File: src/hw/rtl/nearest_palette_color_defines.svh
// Assertion macros shared by the nearest palette colour RTL.
`ifndef NEAREST_PALETTE_COLOR_DEFINES_SVH
`define NEAREST_PALETTE_COLOR_DEFINES_SVH

// Same-cycle implication, disabled while reset is asserted.
`define NPC_ASSERT_NOW(label, clk, rst_n, ante, cons, msg) \
  label: assert property (@(posedge clk) disable iff (!rst_n) (ante) |-> (cons)) \
    else $error(msg);

// Next-cycle implication, disabled while reset is asserted.
`define NPC_ASSERT_NEXT(label, clk, rst_n, ante, cons, msg) \
  label: assert property (@(posedge clk) disable iff (!rst_n) (ante) |=> (cons)) \
    else $error(msg);

`endif

File: src/hw/rtl/npc_pkg.sv
`timescale 1ns / 1ps
`default_nettype none

package npc_pkg;

  localparam int PALETTE_DEPTH = 16;
  localparam int IDX_W         = 4;
  localparam int LEN_W         = 5;
  localparam int COLOR_W       = 24;
  localparam int DIST_W        = 18;

  // Larger than any real distance (3 * 255 * 255 = 195075).
  localparam logic [DIST_W-1:0] NO_MATCH_DIST = 18'd195076;
  localparam logic [DIST_W-1:0] MAX_DIST      = 18'd195075;

  localparam logic REQ_WRITE = 1'b0;
  localparam logic REQ_QUERY = 1'b1;

  localparam logic CFG_REG_LENGTH = 1'b0;

  typedef logic [IDX_W-1:0] idx_t;

  // One word travelling along the cell chain, with its running best match.
  typedef struct packed {
    logic                valid;
    logic                is_query;
    logic [IDX_W-1:0]    entry_index;
    logic [COLOR_W-1:0]  color;
    logic [IDX_W-1:0]    best_idx;
    logic [DIST_W-1:0]   best_dist;
  } npc_item_t;

endpackage

`default_nettype wire

File: src/hw/rtl/npc_cell.sv
`timescale 1ns / 1ps
`default_nettype none

`include "nearest_palette_color_defines.svh"

module npc_cell (
  input  wire                          clk,
  input  wire                          rst_n,
  input  wire                          advance,
  input  wire npc_pkg::idx_t           cell_idx,
  input  wire [npc_pkg::LEN_W-1:0]     palette_len,
  input  wire npc_pkg::npc_item_t      s_in,
  output npc_pkg::npc_item_t           s_out
);

  logic [npc_pkg::COLOR_W-1:0] entry_r;
  npc_pkg::npc_item_t          s_r;
  npc_pkg::npc_item_t          s_nxt;

  logic [7:0]                  d_red, d_grn, d_blu;
  logic [15:0]                 sq_red, sq_grn, sq_blu;
  logic [npc_pkg::DIST_W-1:0]  sq_dist;
  logic                        active;
  logic                        hit_write;

  function automatic logic [7:0] abs_diff(input logic [7:0] a, input logic [7:0] b);
    abs_diff = (a > b) ? (a - b) : (b - a);
  endfunction

  always_comb begin
    d_red   = abs_diff(s_in.color[23:16], entry_r[23:16]);
    d_grn   = abs_diff(s_in.color[15:8],  entry_r[15:8]);
    d_blu   = abs_diff(s_in.color[7:0],   entry_r[7:0]);
    sq_red  = d_red * d_red;
    sq_grn  = d_grn * d_grn;
    sq_blu  = d_blu * d_blu;
    sq_dist = npc_pkg::DIST_W'(sq_red) + npc_pkg::DIST_W'(sq_grn)
            + npc_pkg::DIST_W'(sq_blu);
  end

  // Only the first palette_len cells take part in a search.
  assign active    = s_in.valid && (s_in.is_query == npc_pkg::REQ_QUERY)
                     && ({1'b0, cell_idx} < palette_len);
  assign hit_write = s_in.valid && (s_in.is_query == npc_pkg::REQ_WRITE)
                     && (s_in.entry_index == cell_idx);

  always_comb begin
    s_nxt = s_in;
    if (active && (sq_dist < s_in.best_dist)) begin
      s_nxt.best_idx  = cell_idx;
      s_nxt.best_dist = sq_dist;
    end
  end

  // A write updates the entry as it passes; later queries see the new colour.
  always_ff @(posedge clk) begin
    if (advance && hit_write) begin
      entry_r <= s_in.color;
    end
  end

  always_ff @(posedge clk) begin
    if (!rst_n) begin
      s_r.valid <= 1'b0;
    end else if (advance) begin
      s_r.valid <= s_nxt.valid;
    end
    if (advance) begin
      s_r.is_query    <= s_nxt.is_query;
      s_r.entry_index <= s_nxt.entry_index;
      s_r.color       <= s_nxt.color;
      s_r.best_idx    <= s_nxt.best_idx;
      s_r.best_dist   <= s_nxt.best_dist;
    end
  end

  assign s_out = s_r;

  `NPC_ASSERT_NEXT(a_dist_never_grows, clk, rst_n,
    advance && s_in.valid && s_in.is_query,
    s_r.best_dist <= $past(s_in.best_dist), "running best distance grew in a cell")
  `NPC_ASSERT_NEXT(a_write_stored, clk, rst_n,
    advance && hit_write,
    entry_r == $past(s_in.color), "palette write was not stored in its cell")
  `NPC_ASSERT_NEXT(a_stall_holds, clk, rst_n,
    !advance,
    s_r == $past(s_r), "cell stage changed while the chain was stalled")

endmodule

`default_nettype wire

File: config.mk
export PLATFORM = sky130hd
export DESIGN_NAME = npc_cell
export DESIGN_NICKNAME = d
export VERILOG_FILES = /design/src/hw/rtl/npc_pkg.sv /design/src/hw/rtl/npc_cell.sv
export VERILOG_INCLUDE_DIRS = /design/src /design/src/hw/rtl
export SDC_FILE = /design/constraint.sdc
export NUM_CORES = 1
export LEC_CHECK = 0
export BUFFER_PORTS_ARGS = -buffer_cell sky130_fd_sc_hd__buf_2
export CAP_MARGIN = 25
export CORE_MARGIN = 10
export CORE_UTILIZATION = 56
export CTS_CLUSTER_DIAMETER = 150
export DETAILED_ROUTE_END_ITERATION = 10
export HOLD_SLACK_MARGIN = 0.05
export PLACE_DENSITY = 0.8
export RECOVER_POWER = 100
export SLEW_MARGIN = 10
export SYNTH_ARGS = -nofsm -noshare
export SYNTH_HDL_FRONTEND = slang
export SYNTH_SLANG_ARGS = --single-unit
File: constraint.sdc
create_clock -name clk -period 9.8 [get_ports clk]
set_clock_uncertainty 0.2 [all_clocks]
set_input_delay 0.49 -clock clk [delete_from_list [all_inputs] [get_ports clk]]
set_output_delay 0.49 -clock clk [all_outputs]
set_load 0.005 [all_outputs]
==> results_dict.tcl <==
set metrics [dict create \
    path_clk_slew_ns 0.07 \
    fillers 1396 \
    ctsRootBufferMaster "clkbuf_16" \
    fmax_mhz 104 \
    critPathSlowestCell "fa_1" \
    min_from "s_in[48]" \
    timing.rr.end "s_out[3]$_DFFE_PP_" \
    yosysSeqAreaShare_pct 21.5 \
    hold_viol_final 0 \
    coreArea_um2 18600 \
    nets 1604 \
    slew_headroom_pct -108 \
    vias 7925 \
    cts_sinks 76 \
    worst_hold_path_type "in -> reg" \
    antenna_found_initial 0 \
    min_path_cells 1 \
    min_to "s_out[48]$_DFFE_PP_" \
    io-pin-count 116 \
    mostFrequentLayoutCells "278 x inv_1, 139 x ha_1, 135 x fa_1" \
    synth_area_um2 10600 \
    crit_top_cell "fa_1" \
    fin_crit_ns 9.58 \
    area.sequential_um2 2270 \
    cts_buffers 9 \
    firstDrtPassIters 5 \
    grt_pass1_vias 8381 \
    start_kind "flip-flop" \
    drv_cap 2 \
    cts_tree "done" \
    finalCritPeriodShare_pct 97.7 \
    fp.dieW_um 158 \
    fp-row-count 50 \
    path_class "reg -> reg" \
    worstMarginPinSlew_ns 3.11 \
    htreeDepth 3 \
    drc_errors 0 \
    port_buffers 115 \
    r2r_cells 39 \
    via_per_inst 5.30 \
    grt_max_degree 54 \
    run_status "finished with violations" \
    required_ns 9.71 \
    antennaDiodeCount 0 \
    worstSkewPairLatency_ns 0.35 \
    dp_hpwl_um 19000 \
    grt_pass1_wl_um 38600 \
    die_h_um 158 \
    synth_cell_type_count 54 \
    dieArea_um2 24800 \
    cts_buffer_depth 2 \
    cp_max_fo 7 \
    multi_input_area_um2 7430 \
    grt_usage_pct 19.4 \
    ant_nets 0 \
    gp_congestion 0.884 \
    setup_viol 0 \
    reg2reg_from "entry_r[16]$_DFFE_PP_" \
    critPathMaxStageDelay_ns 0.55 \
    holdBufCountCts 0 \
    start_util_pct 56.8 \
    final-max-slew-violation-count 79 \
    drive_gt1_share_pct 18.1 \
    first_iter_violations 390 \
    synthArstFlopShare_pct 0 \
    routedWlPerCell_um 15.9 \
    place_inst 1461 \
    synth_edf_count 75 \
    r2r_slack_ns 0.22 \
    avgSynthCellArea_um2 9.95 \
    syn_nets 1412 \
    gr-total-overflow 0 \
    worstPathArrival_ns 9.49 \
    syn2layout_area_growth_pct 18.1 \
    cp-end-kind "flip-flop" \
    yosysWarnings 0 \
    synthFlopType "edfxtp_1" \
    final_cells 1496 \
    routed_wl_um 23800 \
    yosys_register_bits 76 \
    layout_commonest_cell "inv_1" \
    synthCells 1065 \
    utilization_pct 67.1 \
    violations "max-capacitance violations, max-slew violations" \
]
## worst max path at each step
stage                           from             endpoint  slack, ns  cells past startpoint
2_1_floorplan               s_in[22]  s_out[10]$_DFFE_PP_       0.01                     35
3_3_place_gp                s_in[22]   s_out[3]$_DFFE_PP_      -0.08                     36
3_5_place_dp                s_in[22]   s_out[3]$_DFFE_PP_      -0.33                     37
4_1_cts         entry_r[0]$_DFFE_PP_  s_out[20]$_DFFE_PP_       0.02                     37
5_1_grt        entry_r[22]$_DFFE_PP_   s_out[2]$_DFFE_PP_      -0.16                     38
6_report       entry_r[16]$_DFFE_PP_   s_out[3]$_DFFE_PP_       0.22                     39
## synthesized netlist by cell type (all sizes together), types with 8 or more instances
cell type | number | area [µm²]
inv | 280 | 1050
ha | 144 | 1800
fa | 139 | 2780
edfxtp | 75 | 2250
nor2 | 73 | 277
a21oi | 48 | 255
nand2 | 32 | 123
mux2 | 28 | 319
o21ai | 27 | 146
a21o | 20 | 150
nand2b | 20 | 125
xnor2 | 19 | 166
mux2i | 17 | 170
xor2 | 16 | 140
nand3 | 14 | 70.1
nor2b | 12 | 75.1
clkbuf | 10 | 37.5
nand4 | 10 | 62.6
or2 | 10 | 62.6
buf | 9 | 47.5
o21bai | 8 | 60.1
## routing by layer
layer | wire (µm) | GRT usage, %
met4 | 465 | 5.39
met2 | 12600 | 35.1
met3 | 1240 | 3.90
met5 | 0 | 0
met1 | 9520 | 22.8
## repair_timing
action	CTS	global route
resized for setup	2	57
cloned	0	3
setup endpoints to repair	22	22
pin swaps	0	45
buffers inserted	0	16
## layout make-up
| type | count | share of cell area, % |
|---|---|---|
| clock buffer | 10 | 1.83 |
| clock inverter | 6 | 0.700 |
| inverter | 280 | 8.40 |
| multi-input combinational | 691 | 59.4 |
| sequential | 76 | 18.2 |
| tap | 234 | 2.34 |
| timing repair buffer | 199 | 9.18 |
## through the flow
stage	hold WS [ns]	TNS (ns)	instance area [µm²]	setup WS [ns]
floorplan	0.307	0	10600	0.0116
global placement	0.299	-1.61	11900	-0.0774
detailed placement	0.318	-7.02	11900	-0.332
CTS	0.124	0	12200	0.0168
global route	0.165	-3.22	12500	-0.158
finish	0.160	0	12500	0.222
## critical path: cells and delay by family (launching register included)
kind                     cells  cell delay [ns]
AO/OA/AOI/OAI               12             1.93
buffers and inverters        8             0.61
XOR/XNOR                     2             0.39
multiplexers                 2             0.64
AND/OR/NAND/NOR              4             0.58
flip-flops                   1             0.36
adder cells (fa/ha/maj)     11             4.60
## sequential cells by signal, summed over array words and instances (netlist names)
| register | count |
|---|---|
| entry_r | 24 |
| s_out | 52 |
## cells by family after synthesis
group | Yosys count | synth area share (%)
buffers and inverters | 299 | 10.7
adders and majority gates | 283 | 43.3
and+or+nand+nor | 191 | 8.75
AOI/OAI and AO/OA | 136 | 8.28
DFF | 76 | 21.5
muxes | 45 | 4.62
xor gates and xnor gates | 35 | 2.89
Power is not shown: default switching activity piles up to over one toggle a cycle in this logic, so the estimate is an artifact.
